--- src/rtl/core/mcfl_pkg.sv ---
// ----------------------------------------------------------------------------
// mcfl_pkg
// Shared constants, types and helpers for the multichannel circular fault log.
// ----------------------------------------------------------------------------
`default_nettype none

package mcfl_pkg;

    // Ring geometry
    localparam int FEEDERS   = 8;
    localparam int PHASES    = 4;
    localparam int DEPTH     = 15;
    localparam int CHANNELS  = FEEDERS * PHASES * 2;
    localparam int CH_W      = $clog2(CHANNELS);
    localparam int REC_WORDS = CHANNELS * DEPTH;
    localparam int REC_AW    = $clog2(REC_WORDS);

    // Field widths
    localparam int OPC_W   = 2;
    localparam int FDR_W   = 3;
    localparam int PHS_W   = 2;
    localparam int NTH_W   = 4;
    localparam int STAMP_W = 56;
    localparam int CUR_W   = 16;
    localparam int DUR_W   = 16;
    localparam int MEAS_W  = CUR_W + DUR_W + 2;
    localparam int REC_W   = STAMP_W + MEAS_W;
    localparam int CNT_W   = 4;
    localparam int TOT_W   = 32;
    localparam int POS_W   = 4;
    localparam int CHS_W   = POS_W + TOT_W;

    localparam logic [TOT_W-1:0] TOTAL_MAX = {TOT_W{1'b1}};

    // Command queue between front and back
    localparam int QDEPTH = 2;
    localparam int QPTR_W = $clog2(QDEPTH);
    localparam int QCNT_W = $clog2(QDEPTH + 1);

    typedef enum logic [OPC_W-1:0] {
        OP_APPEND = 2'd0,
        OP_READ   = 2'd1,
        OP_QUERY  = 2'd2,
        OP_CLEAR  = 2'd3
    } op_t;

    // Decoded command as it sits in the queue
    typedef struct packed {
        op_t                op;
        logic               bad;
        logic [CH_W-1:0]    ch;
        logic [NTH_W-1:0]   nth;
        logic [STAMP_W-1:0] stamp;
        logic [MEAS_W-1:0]  meas;   // {power_on, below_nominal, duration, current}
    } cmd_t;

    // Per-channel state word
    typedef struct packed {
        logic [POS_W-1:0] pos;
        logic [TOT_W-1:0] total;
    } chan_t;

    typedef enum logic [1:0] {
        ST_IDLE,
        ST_EXEC,
        ST_REC
    } back_state_t;

    // Records held in a ring: min(total, DEPTH)
    function automatic logic [CNT_W-1:0] shown_of(input logic [TOT_W-1:0] total);
        logic [CNT_W-1:0] res;
        if (total > TOT_W'(DEPTH))
            res = CNT_W'(DEPTH);
        else
            res = total[CNT_W-1:0];
        return res;
    endfunction

endpackage

`default_nettype wire

--- src/rtl/core/mcfl_front.sv ---
// ----------------------------------------------------------------------------
// mcfl_front
// Accepts input transactions, decodes channel and validity, and buffers the
// decoded commands in a short queue for the back end.
// ----------------------------------------------------------------------------
`default_nettype none

module mcfl_front (
    input  wire logic                          clk,
    input  wire logic                          rst_n,
    // input channel
    input  wire logic                          in_valid,
    output logic                               in_stall,
    input  wire logic [mcfl_pkg::OPC_W-1:0]    opcode,
    input  wire logic [mcfl_pkg::FDR_W-1:0]    feeder_sel,
    input  wire logic [mcfl_pkg::PHS_W-1:0]    phase_sel,
    input  wire logic                          permanent,
    input  wire logic [mcfl_pkg::NTH_W-1:0]    nth,
    input  wire logic [mcfl_pkg::STAMP_W-1:0]  stamp,
    input  wire logic [mcfl_pkg::CUR_W-1:0]    current_tenths,
    input  wire logic [mcfl_pkg::DUR_W-1:0]    duration_ms,
    input  wire logic                          below_nominal,
    input  wire logic                          power_on,
    // queue head toward the back end
    output logic                               q_valid,
    output mcfl_pkg::cmd_t                     q_cmd,
    input  wire logic                          q_pop
);

    mcfl_pkg::cmd_t                    dec_cmd;
    mcfl_pkg::cmd_t                    q_mem_reg [mcfl_pkg::QDEPTH];
    logic [mcfl_pkg::QPTR_W-1:0]       wr_ptr_reg;
    logic [mcfl_pkg::QPTR_W-1:0]       wr_ptr_next;
    logic [mcfl_pkg::QPTR_W-1:0]       rd_ptr_reg;
    logic [mcfl_pkg::QPTR_W-1:0]       rd_ptr_next;
    logic [mcfl_pkg::QCNT_W-1:0]       count_reg;
    logic [mcfl_pkg::QCNT_W-1:0]       count_next;
    logic                              push;
    logic                              bad_sel;

    // decode: channel number and range check
    always_comb
    begin
        bad_sel = ({1'b0, feeder_sel} >= (mcfl_pkg::FDR_W + 1)'(mcfl_pkg::FEEDERS)) ||
                  ({1'b0, phase_sel} >= (mcfl_pkg::PHS_W + 1)'(mcfl_pkg::PHASES));
        dec_cmd.op    = mcfl_pkg::op_t'(opcode);
        dec_cmd.bad   = bad_sel && (dec_cmd.op != mcfl_pkg::OP_CLEAR);
        dec_cmd.ch    = mcfl_pkg::CH_W'((int'(feeder_sel) * mcfl_pkg::PHASES +
                                          int'(phase_sel)) * 2 + int'(permanent));
        dec_cmd.nth   = nth;
        dec_cmd.stamp = stamp;
        dec_cmd.meas  = {power_on, below_nominal, duration_ms, current_tenths};
    end

    // queue control
    assign in_stall = (count_reg == mcfl_pkg::QCNT_W'(mcfl_pkg::QDEPTH));
    assign push     = in_valid && !in_stall;
    assign q_valid  = (count_reg != '0);
    assign q_cmd    = q_mem_reg[rd_ptr_reg];

    always_comb
    begin
        wr_ptr_next = wr_ptr_reg;
        rd_ptr_next = rd_ptr_reg;
        count_next  = count_reg;
        if (push)
        begin
            wr_ptr_next = (wr_ptr_reg == mcfl_pkg::QPTR_W'(mcfl_pkg::QDEPTH - 1)) ?
                          '0 : wr_ptr_reg + mcfl_pkg::QPTR_W'(1);
        end
        if (q_pop)
        begin
            rd_ptr_next = (rd_ptr_reg == mcfl_pkg::QPTR_W'(mcfl_pkg::QDEPTH - 1)) ?
                          '0 : rd_ptr_reg + mcfl_pkg::QPTR_W'(1);
        end
        if (push && !q_pop)
        begin
            count_next = count_reg + mcfl_pkg::QCNT_W'(1);
        end
        else if (!push && q_pop)
        begin
            count_next = count_reg - mcfl_pkg::QCNT_W'(1);
        end
    end

    always_ff @(posedge clk or negedge rst_n)
    begin
        if (!rst_n)
        begin
            wr_ptr_reg <= '0;
            rd_ptr_reg <= '0;
            count_reg  <= '0;
        end
        else
        begin
            wr_ptr_reg <= wr_ptr_next;
            rd_ptr_reg <= rd_ptr_next;
            count_reg  <= count_next;
        end
    end

    // queue storage, no reset
    always_ff @(posedge clk)
    begin
        if (push)
        begin
            q_mem_reg[wr_ptr_reg] <= dec_cmd;
        end
    end

    // back end never pops an empty queue
    a_pop_nonempty: assert property (@(posedge clk) disable iff (!rst_n)
        q_pop |-> count_reg != '0)
        else $error("pop from empty command queue");

    // fill level tracks pushes and pops
    a_count_track: assert property (@(posedge clk) disable iff (!rst_n)
        (push && !q_pop) |=> count_reg == $past(count_reg) + mcfl_pkg::QCNT_W'(1))
        else $error("queue count lost a push");

    // fill level never passes the queue depth
    a_count_bound: assert property (@(posedge clk) disable iff (!rst_n)
        count_reg <= mcfl_pkg::QCNT_W'(mcfl_pkg::QDEPTH))
        else $error("command queue overfilled");

endmodule

`default_nettype wire

--- config.mk ---
export PLATFORM = sky130hd
export DESIGN_NAME = mcfl_front
export DESIGN_NICKNAME = d
export VERILOG_FILES = /design/src/rtl/core/mcfl_pkg.sv /design/src/rtl/core/mcfl_front.sv
export SDC_FILE = /design/constraint.sdc
export NUM_CORES = 1
export LEC_CHECK = 0
export BUFFER_PORTS_ARGS = -buffer_cell sky130_fd_sc_hd__buf_2
export CAP_MARGIN = 20
export CORE_MARGIN = 1
export CORE_UTILIZATION = 52
export DETAILED_ROUTE_END_ITERATION = 7
export PLACE_DENSITY = 0.91
export SLEW_MARGIN = 15
export SYNTH_ARGS = -nofsm -noshare
export SYNTH_HDL_FRONTEND = slang
export SYNTH_SLANG_ARGS = --single-unit
export TNS_END_PERCENT = 30
--- constraint.sdc ---
create_clock -name clk -period 11.9 [get_ports clk]
set_input_delay 1.785 -clock clk [delete_from_list [all_inputs] [get_ports clk]]
set_output_delay 1.785 -clock clk [all_outputs]
set_load 0.005 [all_outputs]
# Word-level counts from Yosys, hierarchy flattened
# Memories as Yosys holds them, arrays and structs flattened.
# Cells that the tools add are included.
[word_totals]
n_memories = 1
output_inout_bits = 105
word_cells = 25
mem_bits_rw = 204
regBits = 4
inputBits = 106
[op_classes]
eq_ne = 1
n_mux = 6
n_addsub = 6
n_reduce_logical = 8
[mem_list]
columns = ["name", "words", "width", "read_ports", "rd_ports_with_merged_regs", "wr", "line", "rtl"]
rows = [
  ["q_mem_reg", 2, 102, 1, 0, 1, "mcfl_front.sv:31", "mcfl_pkg::cmd_t q_mem_reg [mcfl_pkg::QDEPTH];"],
]
[op_table]
columns = ["operator", "n"]
rows = [
  ["adder 6 x 1 -> 6 bit", 1],
  ["adder 5 x 2 -> 5 bit", 1],
  ["two-way mux 1 bit", 4],
  ["two-way mux 2 bit", 2],
  ["nonzero test 2 bit", 2],
  ["logical AND 1 bit", 3],
  ["logical NOT 1 bit", 3],
  ["adder 1 bit, second input constant", 2],
  ["adder 2 x 1 -> 2 bit, second input constant", 1],
  ["== test 2 bit, second input constant", 1],
  ["subtractor 2 x 1 -> 2 bit, second input constant", 1],
]

# Logic depth before layout (Yosys ltp)
[logic_depth]
ltp_word = 7
mapped_depth = 7
ltp_nobuf = 7

# Worst setup path before layout
# Ideal clock, no wire load.
[synth_path]
path_type = "in2reg"
start = "input in_valid"
end = "memory q_mem_reg[0][0] (netlist name) (enable)"
cell_stages = 2
path_buffers = 0
setup_ps = 564
required_time_ps = 11336
path_slack_ps = 5218
arrival_ps = 6119
cell_sequence = "nand2_1 -> nor2_1"
[synth_between]
elab_chain_cells = 3
[synth_lines]
columns = ["item", "line", "rtl"]
rows = [
  ["start: declaration", "mcfl_front.sv:12", "input wire logic in_valid,"],
  ["logical AND 1 bit", "mcfl_front.sv:57", "assign push = in_valid && !in_stall;"],
  ["two-way mux 1 bit", "mcfl_front.sv:105", "if (push)"],
  ["two-way mux 1 bit (not written as such)", "mcfl_front.sv:107", "q_mem_reg[wr_ptr_reg] <= dec_cmd;"],
  ["end: declaration", "mcfl_front.sv:31", ""],
]
# Every way passes these cells.

==> flow_summary.json <==
{
  "drc": 0,
  "ys_ff_latch": 208,
  "worst_slew_pin_slew_ns": 1.01,
  "synthTopCellsByCount": "edfxtp_1 (204), mux2_2 (102), buf_6 (7)",
  "nets": 668,
  "first_iter_violations": 170,
  "clockRootBuffer": "clkbuf_16",
  "synthXorXnorAreaFrac_pct": 0.577,
  "syn_area_um2": 7580,
  "cp_max_fo": 78,
  "clock_latency_ns": 0.48,
  "grt_pass1_vias": 3928,
  "fin_ws_ns": 7.51,
  "synth_top_family_by_area": "multiplexers",
  "start_util_pct": 54.0,
  "coreArea_um2": 14000,
  "io_pins": 211,
  "multi_input_area_um2": 1250,
  "detail_route.vias_per_cell": 5.13,
  "antenna_left": 0,
  "cpLargestDelayFamily": "buffers and inverters",
  "die_area_um2": 15100,
  "postPlaceCellArea_um2": 8790,
  "min_path_type": "flop to flop",
  "cp-start-kind": "flop",
  "critical_path_buf_inv_count": 2,
  "min_to": "count_reg[1]",
  "synth_top_flop_cell": "edfxtp_1",
  "yosysWarnings": 0,
  "cpMaxStageDelayCell": "buf_4",
  "cts_tree": "done",
  "die_y_um": 123,
  "drt_pass1_iterations": 4,
  "synth_area_leaders": "edfxtp_1 (81%), mux2_2 (15%), dfrtp_1 (1.3%), buf_6 (1.0%), xor2_1 (0.35%)",
  "crit_required_ns": 10.12,
  "relSlewSlack_pct": 33.0,
  "power_switching_mw": 0.595,
  "leakage_nw": 3.57,
  "synth_top_area_share_pct": 80.8,
  "grt_pass1_wl_um": 19800,
  "ir_drop_mv": 0.163,
  "clk_pin_slew_ns": 0.06,
  "r2r-end": "q_mem_reg[0][101]",
  "power_frac_seq_pct": 46.6,
  "end_kind": "primary output",
  "worstHoldPathCells": 1,
  "clock-sinks": 208,
  "numCtsBuffers": 21,
  "arrival_ns": 2.61,
  "yosysTopAreaCell": "edfxtp_1",
  "finalHoldViolCount": 0,
  "largest_register_ffs": 204,
  "synth_fp_nets": 445,
  "grt_max_degree": 79,
  "criticalPathCategory": "flop to primary output",
  "cellPowerDensity_nw_per_um2": 241,
  "postSynthCellCount": 338,
  "r2r_cells": 4,
  "wl_per_cell_um": 17.8,
  "pwr-share-clk_pct": 28.0,
  "synth-adder-area-share_pct": 0.165,
  "clockBufferDepth": 3,
  "switching_share_pct": 26.1,
  "place_congestion": 0.676,
  "yosysSeqAreaShare_pct": 82.1,
  "seqCellArea_um2": 6230,
  "synth-edff-count": 204,
  "antenna_found_initial": 0,
  "max-cap-violations": 0,
  "async_reset_ff_share_pct": 1.92,
  "fin_skew_ns": 0.0117,
  "r2r_setup_slack_ns": 9.09,
  "timing.final.crit_share_pct": 36.9,
  "die_w_um": 123,
  "synth_cell_type_count": 16,
  "cts_setup_buffers": 0,
  "synth-compound-area-share_pct": 0,
  "max_stage_delay_ns": 0.79,
  "overflow": 0,
  "place_inst": 718,
  "cts_hold_buf": 0,
  "setup_violations": 0,
  "syn_area_per_cell_um2": 22.4,
  "fill_cells": 937,
  "instances_no_fill": 756,
  "area_delta_synth_final_pct": 24.8,
  "grt_usage_pct": 17.4,
  "holdCritStartpoint": "count_reg[1]",
  "io_buffers": 209,
  "synth.most_common_cell": "edfxtp_1",
  "cts-resized-gates": 0,
  "intPower_mw": 1.68,
  "worstPathCellList": "buf_4 -> mux2_2 -> buf_2",
  "r2r_start": "count_reg[0]",
  "drive_gt1_share_pct": 60.5,
  "fmax_mhz": 228,
  "preCtsSetupSlack_ns": 7.84,
  "wl_um": 13500,
  "synthMuxAreaShare_pct": 15.1,
  "fin_crit_ns": 4.39,
  "finalInstanceArea_um2": 9460,
  "rows": 43,
  "combPwrFrac_pct": 25.4,
  "status": "finished, final reports clean",
  "htreeDepth": 1,
  "post-route-util_pct": 67.4,
  "dp_hpwl_um": 8750,
  "vias": 3881,
  "rsz0062_at_grt": "no",
  "slew_viol_final": 0,
  "synth-simple-area-share_pct": 0.396,
  "tns_ns": 0
}
-- how the worst max path moves through the flow --
stage	from	end	slack, ns	cells after the start
finish	rd_ptr_reg	q_cmd[39]	7.51	3
global route	rd_ptr_reg	q_cmd[39]	7.37	3
CTS	rd_ptr_reg	q_cmd[70]	7.48	3
detailed placement	in_valid	q_mem_reg[0][59]	7.84	4
global placement	in_valid	q_mem_reg[0][44]	8.01	4
floorplan	in_valid	q_mem_reg[0][0]	5.22	2
-- stage by stage --
stage	hold slack (ns)	power, mW
after CTS	0.513	2.31
after global placement	0.472	1.63
after detailed placement	0.496	1.66
final	0.510	2.28
after global routing	0.526	2.39
after floorplan	0.456	1.45
-- placed cells by master (no fill, tap or decap), drive strengths merged --
cell type	count
nand2	1
and3	1
clkinvlp	1
clkbuf	23
xor2	3
or2	1
xnor2	2
buf	212
conb	1
ha	1
nand2b	1
clkinv	10
edfxtp	204
dfrtp	4
mux2	102
bufinv	3
diode	1
inv	3
nor2	2
-- cells by family after synthesis --
logic type | count (synthesis)
adder cells (fa/ha/maj) | 1
AND/OR/NAND/NOR | 6
multiplexers | 102
buffers and inverters | 15
XOR/XNOR | 5
other | 1
flip-flops | 208
-- layout make-up --
class,instances,share of cell area [%]
sequential,208,65.8
multi-input combinational,115,13.2
timing repair buffer,212,11.3
clock buffer,23,5.63
tap,180,2.38
clock inverter,14,1.49
inverter,3,0.119
antenna,1,0.0264
-- power by group through the flow --
stage,logic (mW),registers [mW],clock network [mW]
2_1_floorplan,0.382,1.06,0
3_3_place_gp,0.572,1.06,0
3_5_place_dp,0.587,1.08,0
4_1_cts,0.593,1.06,0.653
5_1_grt,0.630,1.08,0.679
6_report,0.578,1.06,0.638
-- metal layers --
| metal | global-route usage [%] | vias to the layer above | share of wire [%] |
|---|---|---|---|
| met1 | 20.5 | 1889 | 38 |
| met3 | 5.34 | 27 | 8.7 |
| met5 | 0 | - | 0 |
| met4 | 5.56 | 0 | 2.1 |
| li1 | - | 1784 | - |
| met2 | 30.3 | 181 | 52 |
No activity file was read; power rests on OpenSTA's default activity.
